## config.mk

```make
export PLATFORM = sky130hd
export DESIGN_NAME = cspm_ram
export DESIGN_NICKNAME = d
export VERILOG_FILES = /design/src/design/cspm_ram.sv
export SDC_FILE = /design/constraint.sdc
export NUM_CORES = 2
export LEC_CHECK = 0
export BUFFER_PORTS_ARGS = -buffer_cell sky130_fd_sc_hd__buf_2
export CAP_MARGIN = 20
export CORE_UTILIZATION = 60
export DETAILED_ROUTE_END_ITERATION = 7
export PLACE_DENSITY_LB_ADDON = 0.05
export SYNTH_ARGS = -nofsm -noshare
export SYNTH_HDL_FRONTEND = slang
export SYNTH_SLANG_ARGS = --single-unit
```

## constraint.sdc

```tcl
create_clock -name clk_i -period 2.8 [get_ports clk_i]
set_input_delay 0.14 -clock clk_i [delete_from_list [all_inputs] [get_ports clk_i]]
set_output_delay 0.14 -clock clk_i [all_outputs]
set_load 0.02 [all_outputs]
```

## src/design/cspm_ram.sv

```systemverilog
// ----------------------------------------------------------------------------
// cspm_ram: simple dual-port RAM
// One write port and one read port, read data registered.
// ----------------------------------------------------------------------------
module cspm_ram #(
  parameter int DEPTH = 256,
  parameter int WIDTH = 16
) (
  input  logic                     clk_i,
  input  logic                     we_i,
  input  logic [$clog2(DEPTH)-1:0] waddr_i,
  input  logic [WIDTH-1:0]         wdata_i,
  input  logic                     re_i,
  input  logic [$clog2(DEPTH)-1:0] raddr_i,
  output logic [WIDTH-1:0]         rdata_o
);

  logic [WIDTH-1:0] mem_q [DEPTH];
  logic [WIDTH-1:0] rdata_q;

  always_ff @(posedge clk_i) begin
    if (we_i) begin
      mem_q[waddr_i] <= wdata_i;
    end
  end

  always_ff @(posedge clk_i) begin
    if (re_i) begin
      rdata_q <= mem_q[raddr_i];
    end
  end

  assign rdata_o = rdata_q;

endmodule

```

# Yosys cells after proc, flatten, opt, wreduce, memory -nomap -nowiden
# Memory sizes are Yosys's and may differ from the RTL's. A register that Yosys moved wholly into a read port is not among the register bits.
# Index checks and enable logic that the tools add are counted.
# classes
mux	2
# op_table
cell	count
1-bit two-way mux	2
# word_totals
reg_bits	0
ram_bits	4096
out_inout_bits	16
wordCells	3
memories	1
# memory_table
name	words	width	rd	rd_clocked_by_memory_dff	wr	line_no	source
mem_q	256	16	1	1	1	18	logic [WIDTH-1:0] mem_q [DEPTH];

# Longest topological paths before layout
# depth
depth_word	2
mapped_depth	12
mapped_depth_nobuf	6

# Least setup slack after synthesis
# No wires, ideal clock.
# synth_path
kind	input -> register
from	input raddr_i[0]
to	register rdata_q[4] (netlist: rdata_o[4]), read port of mem_q, data pin
setup_ns	0.265
arrival_ns	2.124
required_ns	2.535
slack_ns	0.411
stages	8
n_path_buf	3
path_cell_list	buf_6 buf_6 buf_2 mux4_2 mux4_2 a22o_1 o32ai_2 nor4_2
# synth_lines
item	line_no	source
from (decl)	14	input logic [$clog2(DEPTH)-1:0] raddr_i,
to (decl)	19	logic [WIDTH-1:0] rdata_q;

==> results.py <==
metrics = {
    "outcome": {
        "status": "finished with violations",
        "violations": "setup timing",
    },
    "floorplanning": {
        "core_um2": 262700,
        "initial_core_util_pct": 60.47,
        "die_w_um": 516.6,
        "rows": 188,
        "ioPinCount": 51,
        "design.die.area_um2": 266900,
        "die_h_um": 516.6,
    },
    "cts": {
        "cts_made_buffers": 403,
        "clock_latency_ns": 0.95,
        "ctsHtreeMaxLevel": 5,
        "clock_path_buffers": 4,
        "cts_sinks": 4112,
        "root_buffer": "clkbuf_16",
        "cts_tree": "done",
        "post-cts-setup-buffer-count": 0,
        "clk_pin_slew_ns": 0.06,
    },
    "yosys": {
        "avgSynthCellArea_um2": 21.59,
        "synth_warnings": 0,
        "synth_top_area_share_pct": 77.72,
        "syn_nets": 7395,
        "syn_area_um2": 158900,
        "ys_seq_area_share_pct": 77.72,
        "async_flop_share_pct": 0,
        "synthCells": 7360,
        "synthTopCellsByArea": "edfxtp_1, mux4_2, mux2i_1, o221ai_1, nor2_1",
        "synth_edf_count": 4112,
        "yosys.cell_types.count": 51,
        "synth_top_flop_cell": "edfxtp_1",
        "yosys_register_bits": 4112,
        "yosys.area.top_type": "edfxtp_1",
    },
    "finish": {
        "final_area_um2": 183100,
        "layout-drive-gt1-share_pct": 29.00,
        "post-route-util_pct": 69.69,
        "nets": 8339,
        "area_delta_synth_final_pct": 15.25,
    },
    "drt": {
        "postRouteAntennaNets": 0,
        "drc": 0,
        "drtPass1Iterations": 6,
        "routed_wl_um": 419700,
        "post_drt_wl_per_cell_um": 34.52,
        "via_count": 81510,
        "vias_per_cell": 6.704,
        "drt_iter0_markers": 11100,
    },
    "setup_path": {
        "start_kind": "flip-flop",
        "worst_setup_path_end_kind": "flip-flop",
        "required_ns": 3.49,
        "cp_cell_sequence": "mux4_2 > mux4_2 > a22o_1 > o32ai_2 > buf_4 > nor4_1",
        "critical_path.most_common_cell": "mux4_2",
        "worstReg2RegEnd": "rdata_o[12]",
        "critPathKind": "reg2reg",
        "path_delay_family": "multiplexers",
        "worst-path-buf-inv": 1,
        "worstPathMaxFanout": 1,
        "cp_slowest_stage_delay_ns": 0.61,
        "worst_r2r_path_depth": 6,
        "worstPathArrival_ns": 3.54,
        "crit_slowest_cell": "mux4_2",
        "crit-reg2reg-launch": "mem_q[23][12]",
        "r2r_setup_slack_ns": -0.05,
    },
    "timing": {
        "finalHoldViolations": 0,
        "clock.fmax_mhz": 350.8,
        "worstMarginPinSlew_ns": 1.310,
        "layout_setup_ws_ns": -0.05091,
        "setup_violations": 1,
        "skew_ns": 0.03646,
        "rsz0062_at_grt": "no",
        "finalCritPeriodShare_pct": 101.8,
        "slew_viol_final": 0,
        "timing.final.crit_period_ns": 2.851,
        "slew_headroom_pct": 12.64,
    },
    "power_and_ir_drop": {
        "internal-power_mw": 101.2,
        "p_clk_share_pct": 41.5,
        "p_per_area_nw_per_um2": 700.3,
        "switching_share_pct": 21.09,
        "switchingPower_mw": 27.04,
        "leakagePower_nw": 59.43,
        "irDropWorstVdd_mv": 0.7264,
        "total_power_mw": 128.2,
        "pwr-share-seq_pct": 53.0,
        "pwr-share-comb_pct": 5.5,
    },
    "worst_hold_path": {
        "holdPathEnd": "mem_q[155][8]",
        "hp-class": "in2reg",
        "min_from": "waddr_i[0]",
        "worst_hold_path.num_cells": 4,
    },
    "global_route": {
        "grt_max_degree": 121,
        "first_global_vias": 79750,
        "grt_use_total_pct": 31.84,
        "antenna_found_initial": 37,
        "overflow": 0,
        "grt_pass1_wl_um": 594000,
    },
    "placed_design": {
        "hpwlAfterDp_um": 260700,
        "place_congestion": 0.9022,
        "place_area_um2": 170000,
        "pre_cts_ws_ns": -0.9152,
        "io_buffers": 50,
    },
    "job": {
        "cap_violations": 0,
    },
}
==> per-stage QoR <==
stage / hold WS, ns / instances / TNS (ns)
floorplan: 0.2389 / 7360 / 0
global placement: 0.5843 / 11390 / -8.472
detailed placement: 0.5983 / 11390 / -8.874
CTS: 0.002462 / 12150 / 0
global route: 0.04641 / 12150 / 0
finish: 0.06826 / 12160 / -0.05091
==> worst min-delay path, stage by stage <==
cell	delay (ns)
buf_2	0.16
nand3_1	0.21
nor2_1	0.06
buf_4	0.23
==> cell families after synthesis <==
logic type	count (synthesis)	synth area share [%]
flip-flops	4112	77.72
multiplexers	1450	15.48
AO/OA/AOI/OAI	786	3.534
AND/OR/NAND/NOR	556	1.573
buffers and inverters	456	1.692
==> how the worst max path moves through the flow <==
| stage | startpoint | depth (start not counted) | end |
|---|---|---|---|
| final | mem_q[23][12] | 6 | rdata_o[12] |
| after global routing | mem_q[27][4] | 6 | rdata_o[4] |
| after CTS | mem_q[1][9] | 8 | rdata_o[9] |
| after detailed placement | raddr_i[0] | 12 | rdata_o[9] |
| after global placement | raddr_i[0] | 12 | rdata_o[9] |
| after floorplan | raddr_i[0] | 8 | rdata_o[4] |
==> routing by layer <==
layer	global-route usage [%]	share of wire, %
met5	0	0.015
met2	49.05	47
met3	5.917	10
met4	9.802	3.4
met1	46.99	39
==> sequential cells by signal, indices dropped and copies added (netlist names) <==
signal	cells
mem_q	4096
rdata_o	16
==> layout make-up <==
class	instances	area, µm²
well taps	3515	4398
flip-flops and latches	4112	123500
inverters	4	27.53
fillers	16090	79640
repair buffers	991	9296
clock buffers	499	10680
diodes	13	32.53
clock inverters	233	2158
multi-input cells	2792	33040
==> power by group through the flow <==
| stage | sequential [mW] | combinational, mW | clock (mW) |
|---|---|---|---|
| after floorplan | 69.3 | 3.35 | 0 |
| after global placement | 69.3 | 6.87 | 0 |
| after detailed placement | 69.3 | 6.99 | 0 |
| after CTS | 68.0 | 7.04 | 53.7 |
| after global routing | 67.9 | 7.35 | 56.0 |
| final | 68.0 | 7.09 | 53.2 |
==> placed cells by master (no fill, tap or decap), types with 29 or more instances in the layout <==
cell type     n
clkbuf_16   414
mux2_2       88
o21ai_0      37
nor2_2       70
clkinv_1    103
clkinv_2     63
o22ai_1     148
o221ai_1    252
a22oi_1      43
a22o_1       32
buf_12      139
mux4_2      797
clkbuf_1     85
buf_4       783
edfxtp_1   4112
nand2_1      38
mux2i_1     565
a21oi_1     175
nor2_1      234
bufinv_16    40
buf_2        29
nor3_1       89
==> cells in the mapped netlist, types with 2 or more instances <==
master	number
o221ai_1	252
a22o_1	32
nor2_1	304
a22oi_1	43
and4_1	2
buf_12	5
buf_8	11
o21ai_0	37
buf_6	77
nor3_1	92
o32ai_1	20
nand4_1	26
or3_1	2
nand3_1	35
edfxtp_1	4112
a21o_1	2
o31ai_1	16
clkbuf_1	230
mux2_2	88
and3_1	11
mux4_2	797
or2_2	4
nand2_1	38
nand4b_1	3
a31oi_1	6
nand2b_1	3
inv_1	3
buf_1	27
nor2b_1	9
a221oi_1	28
nor4_1	17
buf_4	26
o22ai_1	148
a21oi_1	175
a2111oi_0	6
mux2i_1	565
buf_2	76
a211oi_1	18
nor4bb_1	2
==> timing repair <==
item | CTS | global route
gates resized for setup | 5 | 4
setup endpoints to repair | 5 | 3
hold buffers | 21 | 0
endpoints found under the hold margin | 2712 | 0
Note: power is estimated with default switching activity, not from simulation.
