===== config.mk =====
export PLATFORM = sky130hd
export DESIGN_NAME = cspm_seq
export DESIGN_NICKNAME = d
export VERILOG_FILES = /design/src/design/cspm_pkg.sv /design/src/design/cspm_seq.sv
export SDC_FILE = /design/constraint.sdc
export NUM_CORES = 1
export LEC_CHECK = 0
export ABC_AREA = 1
export ABC_CLOCK_PERIOD_IN_PS = 3100
export BUFFER_PORTS_ARGS = -buffer_cell sky130_fd_sc_hd__buf_2
export CELL_PAD_IN_SITES_DETAIL_PLACEMENT = 0
export CELL_PAD_IN_SITES_GLOBAL_PLACEMENT = 1
export CORE_MARGIN = 8
export CORE_UTILIZATION = 35
export CTS_CLUSTER_SIZE = 24
export DETAILED_ROUTE_END_ITERATION = 16
export PLACE_DENSITY_LB_ADDON = 0.1
export SYNTH_ARGS = -nofsm -noshare
export SYNTH_HDL_FRONTEND = slang
export SYNTH_SLANG_ARGS = --single-unit

===== constraint.sdc =====
create_clock -name clk_i -period 3.1 [get_ports clk_i]
set_input_delay 0.62 -clock clk_i [delete_from_list [all_inputs] [get_ports clk_i]]
set_output_delay 0.62 -clock clk_i [all_outputs]
set_load 0.02 [all_outputs]

===== src/design/cspm_pkg.sv =====
// ----------------------------------------------------------------------------
// cspm_pkg: shared sizes, codes and types of the 3x3 convolution block
// Holds the image and kernel geometry, the derived memory address widths,
// the request kind codes and the control word that rides along the MAC path.
// ----------------------------------------------------------------------------
package cspm_pkg;

  // Geometry and data widths
  localparam int IN_CH     = 4;
  localparam int OUT_CH    = 8;
  localparam int IMG_H     = 32;
  localparam int IMG_W     = 32;
  localparam int DATA_BITS = 16;
  localparam int ACC_BITS  = 40;

  localparam int TAPS       = 9;
  localparam int PLANE      = IMG_H * IMG_W;
  localparam int FMAP_DEPTH = IN_CH * PLANE;
  localparam int KERN_DEPTH = OUT_CH * IN_CH * TAPS;
  localparam int FMAP_AW    = $clog2(FMAP_DEPTH);
  localparam int KERN_AW    = $clog2(KERN_DEPTH);
  localparam int CH_W       = (IN_CH > 1) ? $clog2(IN_CH) : 1;
  localparam int PROD_BITS  = 2 * DATA_BITS;

  // Fixed request field widths
  localparam int KIND_W = 2;
  localparam int OC_W   = 3;
  localparam int IC_W   = 2;
  localparam int ROW_W  = 5;
  localparam int COL_W  = 5;
  localparam int TAP_W  = 2;
  localparam int VAL_W  = 16;

  // Last kernel row / column index
  localparam logic [TAP_W-1:0] TAP_LAST = TAP_W'(2);

  typedef enum logic [KIND_W-1:0] {
    KIND_WEIGHT = 2'd0,
    KIND_SAMPLE = 2'd1,
    KIND_PIXEL  = 2'd2
  } kind_e;

  // Control word that follows one tap through read, multiply and accumulate
  typedef struct packed {
    logic valid;
    logic pad;
    logic first;
    logic last;
  } mac_ctrl_t;

endpackage


===== src/design/cspm_seq.sv =====
// ----------------------------------------------------------------------------
// cspm_seq: tap sequencer for one output pixel
// Walks input channel, kernel row and kernel column, issues one memory read
// per tap and flags taps that fall in the zero padding.
// ----------------------------------------------------------------------------
module cspm_seq (
  input  logic                           clk_i,
  input  logic                           rst_ni,
  input  logic                           go_i,
  input  logic [cspm_pkg::ROW_W-1:0]     row_i,
  input  logic [cspm_pkg::COL_W-1:0]     col_i,
  input  logic [cspm_pkg::KERN_AW-1:0]   kbase_i,
  input  logic                           done_i,
  output logic                           busy_o,
  output logic [cspm_pkg::FMAP_AW-1:0]   faddr_o,
  output logic [cspm_pkg::KERN_AW-1:0]   kaddr_o,
  output cspm_pkg::mac_ctrl_t            ctrl_o
);

  typedef enum logic [1:0] {
    ST_IDLE,
    ST_RUN,
    ST_DRAIN
  } state_e;

  state_e                         state_q, state_d;
  logic [cspm_pkg::CH_W-1:0]      ch_q, ch_d;
  logic [cspm_pkg::TAP_W-1:0]     i_q, i_d;
  logic [cspm_pkg::TAP_W-1:0]     j_q, j_d;
  logic [cspm_pkg::ROW_W-1:0]     row_q, row_d;
  logic [cspm_pkg::COL_W-1:0]     col_q, col_d;
  logic [cspm_pkg::KERN_AW-1:0]   kaddr_q, kaddr_d;

  logic [cspm_pkg::ROW_W:0]       pr;
  logic [cspm_pkg::COL_W:0]       pc;
  logic [cspm_pkg::ROW_W:0]       pr_m1;
  logic [cspm_pkg::COL_W:0]       pc_m1;
  logic                           row_ok, col_ok;
  logic                           first_tap, last_tap;

  // Window position is (row + i - 1, col + j - 1); keep it unsigned
  assign pr     = {1'b0, row_q} + (cspm_pkg::ROW_W + 1)'(i_q);
  assign pc     = {1'b0, col_q} + (cspm_pkg::COL_W + 1)'(j_q);
  assign pr_m1  = pr - 1'b1;
  assign pc_m1  = pc - 1'b1;
  assign row_ok = (pr != '0) && (32'(pr_m1) < cspm_pkg::IMG_H);
  assign col_ok = (pc != '0) && (32'(pc_m1) < cspm_pkg::IMG_W);

  assign first_tap = (ch_q == '0) && (i_q == '0) && (j_q == '0);
  assign last_tap  = (32'(ch_q) == cspm_pkg::IN_CH - 1) && (i_q == cspm_pkg::TAP_LAST)
                     && (j_q == cspm_pkg::TAP_LAST);

  assign faddr_o = cspm_pkg::FMAP_AW'(32'(ch_q) * cspm_pkg::PLANE
                                      + 32'(pr_m1) * cspm_pkg::IMG_W + 32'(pc_m1));
  assign kaddr_o = kaddr_q;

  always_comb begin
    ctrl_o.valid = (state_q == ST_RUN);
    ctrl_o.pad   = !(row_ok && col_ok);
    ctrl_o.first = first_tap;
    ctrl_o.last  = last_tap;
  end

  assign busy_o = (state_q != ST_IDLE);

  always_comb begin
    state_d = state_q;
    ch_d    = ch_q;
    i_d     = i_q;
    j_d     = j_q;
    row_d   = row_q;
    col_d   = col_q;
    kaddr_d = kaddr_q;
    case (state_q)
      ST_IDLE: begin
        if (go_i) begin
          state_d = ST_RUN;
          ch_d    = '0;
          i_d     = '0;
          j_d     = '0;
          row_d   = row_i;
          col_d   = col_i;
          kaddr_d = kbase_i;
        end
      end
      ST_RUN: begin
        // Kernel entries of one output channel are contiguous in tap order
        kaddr_d = kaddr_q + 1'b1;
        if (last_tap) begin
          state_d = ST_DRAIN;
        end else if (j_q == cspm_pkg::TAP_LAST) begin
          j_d = '0;
          if (i_q == cspm_pkg::TAP_LAST) begin
            i_d  = '0;
            ch_d = ch_q + 1'b1;
          end else begin
            i_d = i_q + 1'b1;
          end
        end else begin
          j_d = j_q + 1'b1;
        end
      end
      ST_DRAIN: begin
        if (done_i) begin
          state_d = ST_IDLE;
        end
      end
      default: begin
        state_d = ST_IDLE;
      end
    endcase
  end

  always_ff @(posedge clk_i or negedge rst_ni) begin
    if (!rst_ni) begin
      state_q <= ST_IDLE;
      ch_q    <= '0;
      i_q     <= '0;
      j_q     <= '0;
      row_q   <= '0;
      col_q   <= '0;
      kaddr_q <= '0;
    end else begin
      state_q <= state_d;
      ch_q    <= ch_d;
      i_q     <= i_d;
      j_q     <= j_d;
      row_q   <= row_d;
      col_q   <= col_d;
      kaddr_q <= kaddr_d;
    end
  end

endmodule


==> Word level (Yosys, flattened, before mapping) <==
Index checks and enable logic that the tools add are counted.
{ "totals": {"register_bits": 27, "inputBits": 23, "word_cells": 70, "output_inout_bits": 26} }
{ "classes": {"add_sub_neg": 10, "eq_ne": 11, "muxes": 18, "reduce_logical": 22, "magnitude_cmp": 2} }
{ "op_table": {"columns": ["operator", "count"], "rows": [
  ["2-to-1 mux 2 bit", 12],
  ["case mux 9 bit (2 select lines)", 1],
  ["adder 12 x 11 -> 12 bit", 1],
  ["adder 12 x 6 -> 12 bit", 1],
  ["adder 5 x 2 -> 6 bit", 2],
  ["< comparator 6 bit, second input constant", 2],
  ["case mux 2 bit (2 select lines)", 3],
  ["nonzero test 6 bit", 2],
  ["subtractor 6 x 1 -> 6 bit, second input constant", 2],
  ["adder 9 x 1 -> 9 bit, second input constant", 1],
  ["2-to-1 mux 9 bit", 1],
  ["== test 2 bit, second input constant", 4],
  ["logical NOT 2 bit", 4],
  ["logical AND 1 bit", 7],
  ["adder 2 x 1 -> 2 bit, second input constant", 3],
  ["!= test 2 x 1 -> 1 bit, second input constant", 3],
  ["!= test 2 bit, second input constant", 3],
  ["case mux 2 bit (3 select lines)", 1],
  ["AND reduction 3 bit", 2],
  ["AND reduction 5 bit", 1],
  ["AND reduction 2 bit", 2],
  ["AND reduction 4 bit", 1],
  ["nonzero test 2 bit", 2],
  ["== test 2 x 1 -> 1 bit, second input constant", 1],
  ["logical NOT 1 bit", 1]
]} }

==> Logic depth before layout (Yosys ltp) <==
{ "depth": {"ltp_word": 6, "mapped_depth": 18} }

==> Least setup slack after synthesis <==
Ideal clock, no wire load.
{ "synth_timing": {"kind": "register to output", "startpoint": "register j_q[0] (netlist name)", "endpoint": "output faddr_o[9] (netlist name)", "required_ns": 2.480, "setup_slack_ns": -0.143, "stages_incl_launch_ff": 16, "arrival_ns": 2.623, "path_cell_list": "dfrtp_1 -> ha_1 -> fa_1 -> or2_1 -> nand2_2 -> nand2_1 -> nor2_2 -> nand3_1 -> nand2_1 -> nand2_1 -> inv_1 -> ha_1 -> ha_1 -> nand2_1 -> nor2_4 -> xor2_1"} }
{ "synth_via": {"elab_chain_cells": 3} }
{ "synth_rtl": {"columns": ["element", "line_no", "source"], "rows": [
  ["start: declaration", "cspm_seq.sv:29", "logic [cspm_pkg::TAP_W-1:0] j_q, j_d;"],
  ["start signal: assignment", "cspm_seq.sv:127", "j_q <= j_d;"],
  ["adder 5 x 2 -> 6 bit", "cspm_seq.sv:43", "assign pc = {1'b0, col_q} + (cspm_pkg::COL_W + 1)'(j_q);"],
  ["subtractor 6 x 1 -> 6 bit", "cspm_seq.sv:45", "assign pc_m1 = pc - 1'b1;"],
  ["adder 12 x 6 -> 12 bit", "cspm_seq.sv:54", "+ 32'(pr_m1) * cspm_pkg::IMG_W + 32'(pc_m1));"],
  ["end: declaration", "cspm_seq.sv:15", "output logic [cspm_pkg::FMAP_AW-1:0] faddr_o,"]
]} }
No other way between the ends.

==> Worst setup path in the final report <==
Same ends and word-level chain as after synthesis.

==> results.md <==
* Starting density of the core at 35.4%
* Num rows at 28
* Chip Width at 92.7 um
* Violated checks: setup timing
* Mean post-synth cell area at 7.48 um2
* Synth Flop Type: dfrtp_1
* Clk pwr share at 6.0%
* Worst path most repeated cell: nand2_2
* Int Pwr at 1850 uW
* Worst Path Max Fanout at 3
* Hold_buf cts at 0
* Final HPWL DP at 3970 um
* Core Area at 5820 um2
* Area grow syn2layout at 34.7%
* GRT Total Usage at 12.8%
* Min-Delay Path Class: in2async
* First drt pass iteration count at 4
* Layout Nets at 391
* WP data arrival at 2.81 ns
* Setup WS pre-CTS at -0.187 ns
* Post-layout util at 47.7%
* Max-cap check violation count at 0
* Minimum clock period at 3.43 ns
* Clock skew at 0.00915 ns
* Switching power at 1920 uW
* Setup TNS at -1.35 ns
* First-pass GRT wire length at 9070 um
* RSZ-0062 raised after global routing: true
* Critical path, cell by cell: ha_2, fa_2, or2_1, nand2_2, nand2_2, nor2_4, nand4_1, nand2_2, inv_2, ha_4, ha_4, nand2_4, nor2_4, buf_4, xor2_2, buf_6
* Final Cycle Share at 111%
* Final WS setup at -0.327 ns
* Clock-pin slew on the worst setup and hold paths at 0.11 ns
* Dpl cells at 412
* Diodes inserted at 0
* Min Hold Slack at 0.349 ns
* Root Buffer: clkbuf_8
* Max Fclk at 0.292 GHz
* Die footprint at 8590 um2
* CP bufs+invs at 3
* Post-Syn Nets at 314
* Vias in the first global route at 1,961
* Drc violations at 0
* Switching Share at 50.9%
* H-tree depth at 1
* Fillers at 617
* DRT antenna net count at 0
* # port buffers at 48
* Mapped cell area at 2060 um2
* Worst VDD drop at 0.000906 V
* Lkg Pwr at 0.00145 uW
* CTS buffer count at 3
* Congestion Overflow GR at 0
* Largest net degree at the start of global routing at 28
* TritonCTS clock tree: built
* #FFs+latches synth at 27
* Sequential fraction of the synthesis area at 32.8%
* CP Data Required Time at 2.48 ns
* I/O Pins at 49
* Routability cong. at 0.778
* Most common cell after layout, fill and taps aside: nand2_1
* Total wire length at 5320 um
* Critical path class: reg2out
* Initial antenna violation count at 0
* Via count at 1,953
* Most frequent cells in the layout: 70 x nand2_1, 41 x buf_2, 35 x buf_4, 27 x inv_1, 27 x dfrtp_1
* Post-Syn Instances at 275
* Critical path's slowest cell: dfrtp_1
* Worst-Margin Slew at 0.647 ns
* Deepest clock path buffer count at 2
* Crit-path leading delay family: adder cells
* Worst skew pair latency at 0.29 ns
* Share of layout cells above drive strength 1 at 38.2%
* Final Setup Violations at 6
* Final cell count without fillers at 426
* Yosys warnings at 0
* Post-synth EDFFs at 0
* Clock Sinks at 27
* Max incr delay on CP at 0.40 ns
* Critical Path End Type: output port
* Setup crit start kind: flop
* FFs w/ async S/R, synth at 100%
* Routed wire per std cell at 12.5 um
* Register share of total power at 18.3%
* Final hold violation count at 0
* Status: complete, but fails checks
* Vias per cell at 4.58
* Combinational power share at 75.7%
* Initial DRC count at 42
* Worst slew margin at 56.9%
* Final slew viol count at 0
* PwrDens at 1360 nW/um2
* Die height at 92.7 um
* Worst R2R Setup Slack at 1.20 ns
* Cell variety after synth at 37
==> metrics by stage <==
step                power, uW  area [um2]
floorplan                2480        2110
global placement         3230        2550
detailed placement       3230        2550
CTS                      3740        2710
global route             4130        2770
finish                   3770        2770
==> repair_timing <==
action / in CTS / in global routing
hold endpoints to repair: 0 / 0
gates cloned: 0 / 0
gates resized for setup: 19 / 10
setup endpoints to repair: 7 / 7
pin swaps: 5 / 5
setup buffers: 6 / 4
==> cell families after synthesis <==
kind of cell | count (synthesis) | synth area share [%]
AOI/OAI and AO/OA | 31 | 8.51
adders and majority gates | 16 | 10.5
buffers and inverters | 45 | 9.73
and+or+nand+nor | 147 | 34.3
DFF | 27 | 32.8
xor gates and xnor gates | 9 | 4.19
==> registers in the layout, summed over array words and instances, names as in the netlist <==
register and count:
i_q 2, row_q 5, ch_q 2, state_q 2
j_q 2, col_q 5, kaddr_o 9
==> synth_stat cells (2+ instances only) <==
cell type | n | area (um2)
ha_1 | 14 | 175
inv_2 | 5 | 18.8
xnor2_1 | 3 | 26.3
o21ai_1 | 3 | 15.0
nand3_1 | 23 | 115
nor3_1 | 4 | 20.0
nand2_2 | 6 | 37.5
nor2_1 | 18 | 67.6
nand2_4 | 4 | 45.0
nor2_4 | 2 | 22.5
inv_1 | 29 | 109
fa_1 | 2 | 40.0
nor2_2 | 4 | 25.0
nand2_1 | 76 | 285
o21ai_0 | 10 | 50.1
a21oi_1 | 10 | 50.1
nand3_2 | 3 | 30.0
buf_4 | 5 | 37.5
xor2_1 | 5 | 43.8
a211oi_1 | 2 | 15.0
dfrtp_1 | 27 | 676
buf_2 | 2 | 10.0
nand4_1 | 4 | 25.0
==> layout make-up <==
class	count	area, um2	area share (%)
Clock buffer	3	41.3	1.49
Clock inverter	1	8.76	0.316
Inverter	36	138	4.97
Multi-Input combinational cell	203	1290	46.5
Sequential cell	27	676	24.4
Tap cell	75	93.8	3.39
Timing Repair Buffer	81	524	18.9
==> worst reg2reg max path, delay by kind of cell (launching register included) <==
family                 cells  cell delay (ns)
and+or+nand+nor            3             0.47
AOI/OAI and AO/OA          2             0.20
DFF                        1             0.47
buffers and inverters      3             0.66
==> layer usage <==
layer | global-route usage, % | share of wire (%) | wire length (um)
met1 | 15.2 | 46 | 2470
met2 | 22.9 | 49 | 2630
met3 | 2.99 | 3.9 | 209
met4 | 2.28 | 0.28 | 15
met5 | 0 | 0 | 0
==> worst paths after layout <==
kind,start,end,cells past startpoint
max,j_q[0]$_DFFE_PN0P_,faddr_o[9],16
min in group clk_i,done_i,state_q[1]$_DFFE_PN0P_,2
max reg2reg,state_q[1]$_DFFE_PN0P_,i_q[1]$_DFFE_PN0P_,8
min reg2reg,col_q[0]$_DFFE_PN0P_,col_q[0]$_DFFE_PN0P_,2
max in group asynchronous,rst_ni,kaddr_o[3]$_DFFE_PN0P_,1
min,rst_ni,i_q[1]$_DFFE_PN0P_,1
==> power by group through the flow <==
stage,logic (uW),clock network [uW],registers (uW)
after floorplan,1760,0,720
after global placement,2530,0,691
after detailed placement,2540,0,687
after CTS,2820,233,688
after global routing,3170,244,717
final,2850,226,691
No activity file was read; power rests on OpenSTA's default activity.
