File: src/design/cspm_pkg.sv
// ----------------------------------------------------------------------------
// cspm_pkg: shared sizes, codes and types of the 3x3 convolution block
// Holds the image and kernel geometry, the derived memory address widths,
// the request kind codes and the control word that rides along the MAC path.
// ----------------------------------------------------------------------------
package cspm_pkg;

  // Geometry and data widths
  localparam int IN_CH     = 4;
  localparam int OUT_CH    = 8;
  localparam int IMG_H     = 32;
  localparam int IMG_W     = 32;
  localparam int DATA_BITS = 16;
  localparam int ACC_BITS  = 40;

  localparam int TAPS       = 9;
  localparam int PLANE      = IMG_H * IMG_W;
  localparam int FMAP_DEPTH = IN_CH * PLANE;
  localparam int KERN_DEPTH = OUT_CH * IN_CH * TAPS;
  localparam int FMAP_AW    = $clog2(FMAP_DEPTH);
  localparam int KERN_AW    = $clog2(KERN_DEPTH);
  localparam int CH_W       = (IN_CH > 1) ? $clog2(IN_CH) : 1;
  localparam int PROD_BITS  = 2 * DATA_BITS;

  // Fixed request field widths
  localparam int KIND_W = 2;
  localparam int OC_W   = 3;
  localparam int IC_W   = 2;
  localparam int ROW_W  = 5;
  localparam int COL_W  = 5;
  localparam int TAP_W  = 2;
  localparam int VAL_W  = 16;

  // Last kernel row / column index
  localparam logic [TAP_W-1:0] TAP_LAST = TAP_W'(2);

  typedef enum logic [KIND_W-1:0] {
    KIND_WEIGHT = 2'd0,
    KIND_SAMPLE = 2'd1,
    KIND_PIXEL  = 2'd2
  } kind_e;

  // Control word that follows one tap through read, multiply and accumulate
  typedef struct packed {
    logic valid;
    logic pad;
    logic first;
    logic last;
  } mac_ctrl_t;

endpackage

File: src/design/cspm_mac.sv
// ----------------------------------------------------------------------------
// cspm_mac: shared multiply-accumulate unit
// Registers the control word alongside the memory read, multiplies sample by
// weight, then accumulates with two's-complement wrap and strobes the result.
// ----------------------------------------------------------------------------
module cspm_mac (
  input  logic                            clk_i,
  input  logic                            rst_ni,
  input  cspm_pkg::mac_ctrl_t             ctrl_i,
  input  logic [cspm_pkg::DATA_BITS-1:0]  sample_i,
  input  logic [cspm_pkg::DATA_BITS-1:0]  weight_i,
  output logic                            done_o,
  output logic [cspm_pkg::DATA_BITS-1:0]  sum_o
);

  cspm_pkg::mac_ctrl_t                    rd_ctrl_q;
  cspm_pkg::mac_ctrl_t                    mul_ctrl_q;
  logic signed [cspm_pkg::PROD_BITS-1:0]  prod_q, prod_d;
  logic signed [cspm_pkg::ACC_BITS-1:0]   acc_q, acc_d;
  logic signed [cspm_pkg::ACC_BITS-1:0]   prod_ext;
  logic                                   done_q;

  // Padding taps contribute zero
  always_comb begin
    if (rd_ctrl_q.pad) begin
      prod_d = '0;
    end else begin
      prod_d = $signed(sample_i) * $signed(weight_i);
    end
  end

  assign prod_ext = cspm_pkg::ACC_BITS'(prod_q);

  always_comb begin
    acc_d = acc_q;
    if (mul_ctrl_q.valid) begin
      acc_d = mul_ctrl_q.first ? prod_ext : acc_q + prod_ext;
    end
  end

  always_ff @(posedge clk_i or negedge rst_ni) begin
    if (!rst_ni) begin
      rd_ctrl_q  <= '0;
      mul_ctrl_q <= '0;
      done_q     <= 1'b0;
    end else begin
      rd_ctrl_q  <= ctrl_i;
      mul_ctrl_q <= rd_ctrl_q.valid ? rd_ctrl_q : '0;
      done_q     <= mul_ctrl_q.valid && mul_ctrl_q.last;
    end
  end

  always_ff @(posedge clk_i) begin
    prod_q <= prod_d;
    acc_q  <= acc_d;
  end

  assign done_o = done_q;
  assign sum_o  = acc_q[cspm_pkg::DATA_BITS-1:0];

endmodule

File: config.mk
export PLATFORM = sky130hd
export DESIGN_NAME = cspm_mac
export DESIGN_NICKNAME = d
export VERILOG_FILES = /design/src/design/cspm_pkg.sv /design/src/design/cspm_mac.sv
export SDC_FILE = /design/constraint.sdc
export NUM_CORES = 1
export LEC_CHECK = 0
export BUFFER_PORTS_ARGS = -buffer_cell sky130_fd_sc_hd__buf_2
export CAP_MARGIN = 15
export CORE_MARGIN = 2
export CORE_UTILIZATION = 34
export CTS_CLUSTER_DIAMETER = 120
export CTS_CLUSTER_SIZE = 40
export DETAILED_ROUTE_END_ITERATION = 7
export MAX_ROUTING_LAYER = met4
export PLACE_DENSITY = 0.61
export SYNTH_ARGS = -nofsm -noshare
export SYNTH_HDL_FRONTEND = slang
export SYNTH_SLANG_ARGS = --single-unit
export TNS_END_PERCENT = 1
File: constraint.sdc
create_clock -name clk_i -period 3 [get_ports clk_i]
set_clock_uncertainty 0.2 [all_clocks]
set_input_delay 0.3 -clock clk_i [delete_from_list [all_inputs] [get_ports clk_i]]
set_output_delay 0.3 -clock clk_i [all_outputs]
set_load 0.01 [all_outputs]
=== After elaboration in Yosys (flattened, before gate mapping) ===
Index checks and enable logic that the tools add are counted.

* Output and inout bits: 17
* Input bits: 38
* Register bits after elaboration: 80

* Reduce and logical (&&, ||, !) cells: 1
* Multiplexer cells: 2
* $mul: 1
* $add $sub $neg: 1

{| class="wikitable"
|+ Operators by type and width
! operator !! number
|-
| $add A40 B32 Y40 || 1
|-
| $mux W40 || 1
|-
| $mul A16 B16 Y32 || 1
|-
| $mux W4 || 1
|-
| $logic_and A1 B1 Y1 || 1
|}

=== Longest topological paths before layout ===
Gate-level depths: netlist of the first run.

* Word-level depth: 2
* Depth in mapped cells: 22
* Depth with buffers taken out: 21

=== Least setup slack after synthesis of the first run ===
OpenSTA, ideal clock, no wires.

* Path kind: input port to flip-flop
* Start: input weight_i[6] in the netlist's numbering
* End: register prod_q[14] in the netlist's numbering
* Cell stages on the path: 18
* Setup slack: -2232 ps
* Setup time: 128 ps
* Data arrival time: 4904 ps
* Buffers on the path: 1
* Path through: clkbuf_1 and2_1 fa_1 inv_1 fa_1 inv_1 fa_1 fa_1 inv_1 fa_1 fa_1 inv_1 ha_1 and3_1 a22o_1 o41ai_2 xor2_1 nor2_1

* Cells in the longest elaborated chain, start to end: 1

{| class="wikitable"
|+ Ends and longest elaborated chain
! element !! RTL line !! text
|-
| from (decl) || cspm_mac.sv:11 || <nowiki>input logic [cspm_pkg::DATA_BITS-1:0] weight_i,</nowiki>
|-
| $mul A16 B16 Y32 || cspm_mac.sv:28 || <nowiki>prod_d = $signed(sample_i) * $signed(weight_i);</nowiki>
|-
| to (signal assigned) || cspm_mac.sv:54 || <nowiki>prod_q <= prod_d;</nowiki>
|-
| to (decl) || cspm_mac.sv:18 || <nowiki>logic signed [cspm_pkg::PROD_BITS-1:0] prod_q, prod_d;</nowiki>
|}

Every way passes these cells.
A chain may end at the register's enable or synchronous reset.

=== Final worst setup path of the first run ===
* Start: input weight_i[6] in the netlist's numbering
* End: register prod_q[15] in the netlist's numbering

Same word-level chain as after synthesis.

==> out/qor.yml, run 1 <==
status: "complete, but fails checks"
violations: "negative setup slack"
dpl-instance-area_um2: 7150
final_hold_viol_count: 0
insertion_delay_ns: 0.29
period_needed_ns: 4.92
cts_num_sinks: 40
drv_cap: 0
total_power_uw: 7920
cp-start-kind: "input port"
crit_path_end_kind: "flop"
row_count: 48
multi_input_area_um2: 4760
r2r_slack_ns: 0.33
powerDensity_nw_per_um2: 1040
yosysWarnings: 0
core_area_um2: 17300
yosysSeqAreaShare_pct: 16.6
synthAdderAreaFrac_pct: 42.4
critPathKind: "in -> reg"
grt_pass1_vias: 4963
synth-edff-count: 16
synth_simple_gate_area_share_pct: 15.3
wl_met3_um: 397
regArea_um2: 1000
fmax_mhz: 203
synth_compound_area_share_pct: 7.91
yosysUniqueCellTypes: 39
cts-root-buf: "clkbuf_16"
final_cell_mix: "inv_1, nand2_1, buf_4, fa_1, ha_1"
worstPathRequired_ns: 2.96
portBuffers: 54
clk_pin_slew_ns: 0.06
relSlewSlack_pct: 55.3
routabilityCongestion: 0.871
antennaDiodeCount: 0
grt_max_degree: 18
grt_overflow: 0
io_pins: 55
numCtsBuffers: 5
stdcell_area_um2: 7640
drc: 0
tightestPinTransition_ns: 0.671
grt_util_all_layers_pct: 15.7
cts_buffer_depth: 2
synth_xor_area_share_pct: 8.22
synth_area_um2: 6030
dpl.cell_count: 1000
yosys_register_bits: 40
htreeDepth: 2
dieArea_um2: 18800
final_common_cell: "inv_1"
syn_inst: 670
initial_utilization_pct: 34.8
setup_viol: 12
grt_pass1_wl_um: 23000
p_leak_uw: 0.00375
grt_setup_unrepaired: "yes"
wire_per_inst_um: 12.7
synth_async_sr_flop_share_pct: 20.0
synth_top_family_by_area: "adder cells"
m1WireLength_um: 5830
hold_path_class: "in -> async"
worst_ep_arrival_time_ns: 4.88
postCtsSetupRepairBufs: 0
reg2reg_depth: 10
antenna_found_initial: 0
via_per_inst: 4.49
synthToLayoutAreaGrowth_pct: 26.8
final_nets: 981
fin_crit_sh_pct: 164
syn_area_per_cell_um2: 9.00
highest_layer: "met4"
hold_ws_ns: 0.178
worst_slack_ns: -1.92
drtIter0Drc: 103
synthMuxAreaShare_pct: 0.374
fill_cells: 1693
vias: 4553
layout-drive-gt1-share_pct: 24.5
ir_drop_mv: 0.733
final.setup.tns_ns: -15.17
antenna_left: 0
cp_max_fo: 9
cts_tree: "done"
hpwl_um: 11200
synth_fp_nets: 864
synthFlopType: "edfxtp_1"
finalWirelength_um: 12900
wl_met2_um: 6510
drv_slew: 0
fp.dieH_um: 137
final_cells: 1013
fp.dieW_um: 137
dr.pass1.iters: 6
cell type report:
class / count / area share, %
clock buffer: 7 / 2.29
sequential: 40 / 13.1
inverter: 128 / 6.29
timing repair buffer: 130 / 12.0
multi-input combinational: 482 / 62.3
tap: 225 / 3.68
clock inverter: 1 / 0.393
what timing repair did:
action	CTS	global route
gates cloned	0	0
endpoints found under the setup margin	12	12
hold buffers	5	0
pin swaps	13	7
resized for setup	29	23
hold endpoints to repair	12	0
cell usage after synthesis, types with 2 or more instances:
| master | count | area share (%) |
|---|---|---|
| xor2_1 | 21 | 3.1 |
| nor2b_1 | 7 | 0.73 |
| nand2_1 | 97 | 6.0 |
| fa_1 | 80 | 27 |
| and2_1 | 62 | 6.4 |
| dfxtp_1 | 16 | 5.3 |
| buf_2 | 2 | 0.17 |
| o2111ai_1 | 2 | 0.29 |
| xnor2_1 | 33 | 4.8 |
| a21oi_1 | 20 | 1.7 |
| dfrtp_1 | 8 | 3.3 |
| nor2_1 | 19 | 1.2 |
| nor3_1 | 2 | 0.17 |
| a21o_1 | 10 | 1.2 |
| ha_1 | 76 | 16 |
| nand4_1 | 2 | 0.21 |
| inv_1 | 128 | 8.0 |
| o21ai_0 | 16 | 1.3 |
| a211oi_1 | 6 | 0.75 |
| edfxtp_1 | 16 | 8.0 |
| mux2_2 | 2 | 0.37 |
| o21ai_1 | 7 | 0.58 |
| o211ai_1 | 2 | 0.25 |
| clkbuf_1 | 18 | 1.1 |
| a21o_2 | 2 | 0.29 |
| o21bai_1 | 3 | 0.37 |
report_power, final:
group | total, uW | switching (uW) | internal (uW) | leakage (uW)
Clock | 709 | 215 | 493 | 0.000100
Combinational | 6270 | 3070 | 3210 | 0.00326
Sequential | 941 | 109 | 832 | 0.000390
per-layer routing:
metal	GRT usage, %	vias to the layer above
met3	1.11	15
met5	-	-
li1	-	2304
met2	28.1	79
met1	19.5	2155
met4	3.55	0
metrics by stage:
stage,utilization (%),worst slack [ns]
finish,44.2,-1.92
global route,44.2,-2.15
CTS,43.7,-1.96
detailed placement,41.3,-2.48
global placement,41.3,-2.48
floorplan,-,-2.01
worst paths after layout:
check                                        from                 endpoint
setup / recovery                      weight_i[6]    prod_q[15]$_SDFF_PP0_
hold / removal                             rst_ni         done_o$_DFF_PN0_
setup reg to reg               acc_q[0]$_DFFE_PP_      acc_q[12]$_DFFE_PP_
hold reg to reg            rd_ctrl_q[3]$_DFF_PN0_  mul_ctrl_q[3]$_DFF_PN0_
max in group asynchronous                  rst_ni  mul_ctrl_q[3]$_DFF_PN0_
min in group clk_i         rd_ctrl_q[3]$_DFF_PN0_  mul_ctrl_q[3]$_DFF_PN0_
kinds of logic after synthesis:
family / count (synthesis)
simple gates: 194
fa+ha+maj: 156
buf+inv: 148
compound gates: 75
xor+xnor: 55
flops: 40
mux: 2
sequential cells by signal, summed over array words and instances, names as in the netlist:
| register | flops |
|---|---|
| acc_q | 16 |
| done_o | 1 |
| mul_ctrl_q | 3 |
| prod_q | 16 |
| rd_ctrl_q | 4 |
worst max-delay path, stage by stage:
cell,delay (ns)
buf_4,0.15
and2_4,0.16
fa_1,0.53
inv_1,0.06
fa_1,0.53
inv_1,0.05
fa_2,0.54
fa_1,0.47
fa_1,0.55
inv_1,0.06
fa_1,0.52
inv_1,0.07
ha_4,0.25
nor3_1,0.24
a311oi_2,0.06
buf_4,0.14
xnor2_1,0.13
nor2_1,0.05
No activity file was read; power rests on OpenSTA's default activity.
==> run 2, diff against run 1 <==
- REMOVE_ABC_BUFFERS: default -> 1
==> run 2 against run 1 <==
  * The flow still finishes with violations (negative setup slack)
  * Die area unchanged
  * Sequential cell count is the same
  * First-iteration DRC count increased by 11%
  * Wire length about the same
  * Fmax is 1.1% lower
  * Worst hold slack better by 0.012 ns
  * Final area is 0.46% lower
  * Register-to-register slack worse by 0.04 ns
  * Non-clock buffer count up 3
  * Sequential share of layout area rose by 0.060 points
  * Cell count up 0.30%
  * Largest power group unchanged
  * Global-route usage shrank 0.19 points
==> out/qor.yml, run 2 (synthesized netlist as in run 1, its figures left out) <==
p_int_uw: 4570  # was 4530 uW
setup_viol: 11  # was 12
p_leak_uw: 0.00375  # about the same
critPathKind: "in -> reg"  # unchanged
fill_cells: 1722  # was 1693
tightestPinTransition_ns: 0.697  # was 0.671 ns
drv_cap: 0  # unchanged
io_pins: 55  # unchanged
grt_max_degree: 24  # was 18
timing.rr.start: "acc_q[0]$_DFFE_PP_"  # unchanged
via_per_inst: 4.52  # was 4.49
portBuffers: 54  # unchanged
stdcell_area_um2: 7600  # was 7640 um^2
drtIter0Drc: 114  # was 103
grt_pass1_wl_um: 22700  # was 23000 um
final_common_cell: "inv_1"  # unchanged
grt_pass1_vias: 5008  # was 4963
finalWirelength_um: 12900  # about the same
crit_top_cell: "fa_1"  # unchanged
multi_input_area_um2: 4720  # was 4760 um^2
switching_power_uw: 3370  # was 3390 uW
crit_path_cell_trace: "buf_8, and2_4, fa_1, inv_1, fa_1, inv_2, fa_2, inv_2, fa_1, fa_1, fa_1, inv_2, ha_4, buf_6, nand4_1, or2_1, a311oi_2, xnor2_2, nor2_1"  # was buf_4, and2_4, fa_1, inv_1, fa_1, inv_1, fa_2, fa_1, fa_1, inv_1, fa_1, inv_1, ha_4, nor3_1, a311oi_2, buf_4, xnor2_1, nor2_1
reg_top3: "acc_q x16, prod_q x16, rd_ctrl_q x4"  # unchanged
fp.dieH_um: 137  # unchanged
dr.pass1.iters: 5  # was 6
numCtsBuffers: 5  # unchanged
grt_util_all_layers_pct: 15.6  # was 15.7%
relSlewSlack_pct: 53.5  # was 55.3%
core_area_um2: 17300  # unchanged
final_cell_mix: "inv_1, nand2_1, fa_1, buf_4, ha_1"  # was inv_1, nand2_1, buf_4, fa_1, ha_1
slowest_stage: "fa_1"  # unchanged
fmax_mhz: 201  # was 203 MHz
dpl-instance-area_um2: 7020  # was 7150 um^2
p_sw_share_pct: 42.5  # was 42.8%
cp-start-kind: "input port"  # unchanged
cts_tree: "done"  # unchanged
clk_pin_slew_ns: 0.06  # about the same
final_hold_viol_count: 0  # unchanged
routabilityCongestion: 0.853  # was 0.871
synthToLayoutAreaGrowth_pct: 26.2  # was 26.8%
grt_overflow: 0  # unchanged
wire_per_inst_um: 12.7  # about the same
initial_utilization_pct: 34.8  # unchanged
p_comb_share_pct: 81.2  # was 79.2%
met1_usage_pct: 18.2  # was 19.5%
p_clk_share_pct: 7.0  # was 8.9%
status: "complete, but fails checks"  # unchanged
powerDensity_nw_per_um2: 1040  # about the same
use_met3_pct: 1.11  # unchanged
grt_setup_unrepaired: "yes"  # unchanged
fp.dieW_um: 137  # unchanged
crit_path_end_kind: "flop"  # unchanged
row_count: 48  # unchanged
dieArea_um2: 18800  # unchanged
insertion_delay_ns: 0.28  # was 0.29 ns
hpwl_um: 11100  # was 11200 um
cts_buffer_depth: 2  # unchanged
drv_slew: 0  # unchanged
regArea_um2: 1000  # unchanged
htreeDepth: 2  # unchanged
period_needed_ns: 4.97  # was 4.92 ns
worstPathRequired_ns: 2.95  # was 2.96 ns
cts-root-buf: "clkbuf_16"  # unchanged
layout-drive-gt1-share_pct: 24.1  # was 24.5%
startpoint: "weight_i[3]"  # was weight_i[6]
cp_slowest_stage_delay_ns: 0.54  # was 0.55 ns
hold_path_class: "in -> async"  # unchanged
hold_ws_ns: 0.189  # was 0.178 ns
antenna_left: 0  # unchanged
cp_max_fo: 4  # was 9
drc: 0  # unchanged
antenna_found_initial: 0  # unchanged
ir_drop_mv: 0.725  # was 0.733 mV
final_nets: 984  # was 981
p_seq_share_pct: 11.8  # was 11.9%
antennaDiodeCount: 0  # unchanged
fin_crit_sh_pct: 166  # was 164%
vias: 4593  # was 4553
violations: "negative setup slack"  # unchanged
use_met2_pct: 28.7  # was 28.1%
grt.busiest_layer: "met2"  # unchanged
worst_slack_ns: -1.97  # was -1.92 ns
cts_num_sinks: 40  # unchanged
worst_ep_arrival_time_ns: 4.93  # was 4.88 ns
==> run 2: cell count changes in the layout (fill, tap and decap cells not counted), moves of 2 or more <==
cell,change
buf_4,-5
ha_1,+4
and2_1,+2
buf_8,+2
nand2_1,+2
and2_4,-2
ha_4,-3
buf_6,+7
nand2_2,-2
==> run 2: critical path, delay by kind of cell <==
| kind | cells | cell delay [ns] |
|---|---|---|
| xor gates and xnor gates | 1 | 0.14 |
| buffers and inverters | 6 | 0.38 |
| AOI/OAI and AO/OA | 1 | 0.33 |
| adders and majority gates | 7 | 3.26 |
| and+or+nand+nor | 4 | 0.51 |
==> run 2: per-layer routing <==
layer	part of all wire, %	wire length (um)	up-vias
li1	-	-	2310
met1	44	5730	2189
met2	51	6560	81
met3	3.3	420	13
met4	1.5	193	0
met5	0	0	-
==> run 2: layout make-up <==
class                      count  share of cell area (%)
timing repair buffer         133                    12.7
sequential                    40                    13.2
clock buffer                   7                    2.02
multi-input combinational    482                    62.1
inverter                     128                    6.32
clock inverter                 1                  0.0658
tap                          225                    3.70
==> run 2: path summary, 6_finish.rpt <==
path | end | slack [ns] | cells after the start
min | mul_ctrl_q[1]$_DFF_PN0_ | 0.19 | 2
max in group asynchronous | rd_ctrl_q[2]$_DFF_PN0_ | 2.25 | 2
min in group clk_i | mul_ctrl_q[3]$_DFF_PN0_ | 0.19 | 0
max | prod_q[15]$_SDFF_PP0_ | -1.97 | 19
min reg2reg | mul_ctrl_q[3]$_DFF_PN0_ | 0.19 | 0
max reg2reg | acc_q[12]$_DFFE_PP_ | 0.29 | 10
==> run 2: repair_timing <==
| action | in CTS | in global routing |
|---|---|---|
| setup endpoints to repair | 12 | 12 |
| endpoints found under the hold margin | 12 | 0 |
| pin swaps | 35 | 35 |
| hold buffers | 5 | 0 |
| resized for setup | 51 | 28 |
| buffers inserted | 3 | 2 |
==> run 2: per-stage QoR <==
stage | total power, uW | instances | setup WS, ns | setup TNS (ns) | utilization, %
floorplan | 4880 | 650 | -2.05 | -15.15 | -
detailed placement | 6600 | 998 | -2.43 | -20.98 | 40.6
finish | 7940 | 1016 | -1.97 | -14.93 | 44.0
global placement | 6530 | 998 | -2.38 | -20.76 | 40.6
CTS | 7590 | 1014 | -1.97 | -15.39 | 43.3
global route | 8880 | 1016 | -2.13 | -17.00 | 44.0
==> run 2: power groups by stage <==
| stage | clock network (uW) | registers [uW] | logic, uW |
|---|---|---|---|
| 6_report | 554 | 936 | 6450 |
| 3_5_place_dp | 0 | 952 | 5650 |
| 2_1_floorplan | 0 | 974 | 3900 |
| 5_1_grt | 590 | 961 | 7330 |
| 3_3_place_gp | 0 | 947 | 5580 |
| 4_1_cts | 571 | 941 | 6080 |
==> run 3, diff against run 2 <==
- BUFFER_PORTS_ARGS: -buffer_cell sky130_fd_sc_hd__buf_2 -> default
- CORE_MARGIN: 2 -> default
- DONT_BUFFER_PORTS: default -> 1
- PLACE_DENSITY: 0.61 -> 0.58
==> run 3 against run 2 <==
  * The run still ends with negative setup slack left
  * Register-to-register slack worse by 0.06 ns
  * Global-route usage up 0.22 points
  * Final area down 9.1%
  * Via count down 7.9%
  * First-iteration DRC count down 8.8%
  * Critical path type unchanged
  * Critical endpoint unchanged
==> out/qor.yml, run 3 (synthesized netlist as in run 1, its figures left out) <==
startpoint: "weight_i[6]"  # was weight_i[3]
fmax_mhz: 211  # was 201 MHz
htreeDepth: 2  # unchanged
crit_path_end_kind: "flop"  # unchanged
fin_crit_sh_pct: 158  # was 166%
numCtsBuffers: 5  # unchanged
final.setup.tns_ns: -12.18  # was -14.93 ns
worst_ep_arrival_time_ns: 4.70  # was 4.93 ns
fp.dieH_um: 135  # was 137 um
cp_slowest_stage_delay_ns: 0.55  # was 0.54 ns
setup_viol: 10  # was 11
antenna_found_initial: 0  # unchanged
grt_util_all_layers_pct: 15.8  # was 15.6%
dpl-instance-area_um2: 6420  # was 7020 um^2
vias: 4228  # was 4593
core_area_um2: 17300  # unchanged
cts_tree: "done"  # unchanged
io_pins: 55  # unchanged
timing.rr.start: "acc_q[0]$_DFFE_PP_"  # unchanged
portBuffers: 0  # was 54
crit_buf_inv: 5  # was 6
grt_setup_unrepaired: "yes"  # unchanged
hpwl_um: 10500  # was 11100 um
switching_power_uw: 3480  # was 3370 uW
antenna_left: 0  # unchanged
grt_max_degree: 23  # was 24
critPathKind: "in -> reg"  # unchanged
ir_drop_mv: 0.742  # was 0.725 mV
insertion_delay_ns: 0.28  # about the same
p_clk_share_pct: 7.5  # was 7.0%
dr.pass1.iters: 4  # was 5
via_per_inst: 4.62  # was 4.52
p_comb_share_pct: 79.9  # was 81.2%
powerDensity_nw_per_um2: 1150  # was 1040 nW/um^2
cts_buffer_depth: 2  # unchanged
final_cell_mix: "inv_1, nand2_1, fa_1, ha_1, and2_1"  # was inv_1, nand2_1, fa_1, buf_4, ha_1
grt_pass1_wl_um: 21900  # was 22700 um
relSlewSlack_pct: 54.7  # was 53.5%
wire_per_inst_um: 14.0  # was 12.7 um
cts-root-buf: "clkbuf_16"  # unchanged
p_seq_share_pct: 12.6  # was 11.8%
crit_family: "adder cells"  # unchanged
drtIter0Drc: 104  # was 114
initial_utilization_pct: 34.8  # unchanged
status: "complete, but fails checks"  # unchanged
period_needed_ns: 4.75  # was 4.97 ns
layout-drive-gt1-share_pct: 12.0  # was 24.1%
finalWirelength_um: 12900  # about the same
final_nets: 883  # was 984
drc: 0  # unchanged
cts_num_sinks: 40  # unchanged
drv_slew: 0  # unchanged
crit_top_cell: "fa_1"  # unchanged
p_sw_share_pct: 43.6  # was 42.5%
p_int_uw: 4490  # was 4570 uW
crit_path_cell_trace: "and2_1, fa_1, inv_1, fa_1, inv_1, fa_2, fa_1, fa_1, inv_1, fa_1, inv_1, ha_4, nor3_2, a311oi_2, buf_4, xnor2_2, nor2_1"  # was buf_8, and2_4, fa_1, inv_1, fa_1, inv_2, fa_2, inv_2, fa_1, fa_1, fa_1, inv_2, ha_4, buf_6, nand4_1, or2_1, a311oi_2, xnor2_2, nor2_1
stdcell_area_um2: 6910  # was 7600 um^2
p_leak_uw: 0.00329  # was 0.00375 uW
cp-start-kind: "input port"  # unchanged
drv_cap: 0  # unchanged
row_count: 48  # unchanged
hold_path_class: "in -> async"  # unchanged
grt_overflow: 0  # unchanged
cp_max_fo: 10  # was 4
reg_top3: "acc_q x16, prod_q x16, rd_ctrl_q x4"  # unchanged
final_common_cell: "inv_1"  # unchanged
tightestPinTransition_ns: 0.679  # was 0.697 ns
fill_cells: 1745  # was 1722
postCtsSetupRepairBufs: 0  # was 3
fp.dieW_um: 135  # was 137 um
worstPathRequired_ns: 2.96  # was 2.95 ns
antennaDiodeCount: 0  # unchanged
routabilityCongestion: 0.823  # was 0.853
final_hold_viol_count: 0  # unchanged
worst_slack_ns: -1.75  # was -1.97 ns
violations: "negative setup slack"  # unchanged
grt_pass1_vias: 4612  # was 5008
synthToLayoutAreaGrowth_pct: 14.7  # was 26.2%
clk_pin_slew_ns: 0.06  # about the same
dieArea_um2: 18300  # was 18800 um^2
slowest_stage: "fa_1"  # unchanged
run 3: path summary, 6_finish.rpt:
| kind | to | slack, ns | depth (start not counted) |
|---|---|---|---|
| worst max-delay path | prod_q[15]$_SDFF_PP0_ | -1.75 | 17 |
| worst min-delay path | rd_ctrl_q[1]$_DFF_PN0_ | 0.15 | 1 |
| worst max register to register | acc_q[12]$_DFFE_PP_ | 0.23 | 10 |
| worst min register to register | mul_ctrl_q[3]$_DFF_PN0_ | 0.19 | 0 |
| max in group asynchronous | mul_ctrl_q[1]$_DFF_PN0_ | 2.20 | 1 |
| min in group clk_i | mul_ctrl_q[3]$_DFF_PN0_ | 0.19 | 0 |
run 3: final cells by class:
type | instances | area, um^2 | share of cell area (%)
multi-input combinational | 482 | 4720 | 68.3
sequential | 40 | 1000 | 14.5
inverter | 128 | 480 | 6.95
tap | 225 | 282 | 4.07
timing repair buffer | 32 | 262 | 3.78
clock buffer | 5 | 125 | 1.81
clock inverter | 3 | 41.3 | 0.597
run 3: metrics by stage:
step	instances	power [uW]	setup WS, ns	hold slack (ns)	util (%)
final	915	7970	-1.75	0.153	40.0
after global routing	915	8850	-1.90	0.178	40.0
after CTS	915	7750	-1.83	0.162	39.7
after detailed placement	900	6540	-2.29	-0.195	37.1
after global placement	900	6500	-2.26	-0.195	37.1
after floorplan	650	4880	-2.05	-0.196	-
run 3: timing repair:
action | 4_1_cts | 5_1_grt
gates cloned | 0 | 0
pin swaps | 31 | 12
setup endpoints to repair | 11 | 11
hold buffers | 7 | 0
hold endpoints to repair | 13 | 0
gates resized for setup | 36 | 10
run 3: metal layers:
layer  vias up  routed length (um)  share of wire [%]  global-route usage (%)
li1       2109                   -                  -                       -
met1      2030                5830                 45                    19.1
met2        80                6350                 49                    27.3
met3         9                 559                4.3                    2.43
met4         0                 117               0.91                    4.18
met5         -                   0                  0                       -
run 3: power by group through the flow:
stage | clock, uW | sequential (uW) | combinational (uW)
6_report | 596 | 1010 | 6370
5_1_grt | 629 | 1040 | 7180
4_1_cts | 607 | 1010 | 6140
3_5_place_dp | 0 | 1020 | 5520
3_3_place_gp | 0 | 1010 | 5490
2_1_floorplan | 0 | 974 | 3900
run 3: worst register-to-register path, cell delays in order (launching register included):
cell and delay [ns]:
edfxtp_1 0.42, ha_1 0.22, inv_1 0.06, fa_1 0.40, nor2b_1 0.15, o2111ai_1 0.16, a21oi_1 0.24, o21bai_1 0.12
a21oi_1 0.20, xor2_1 0.08, mux2_2 0.26
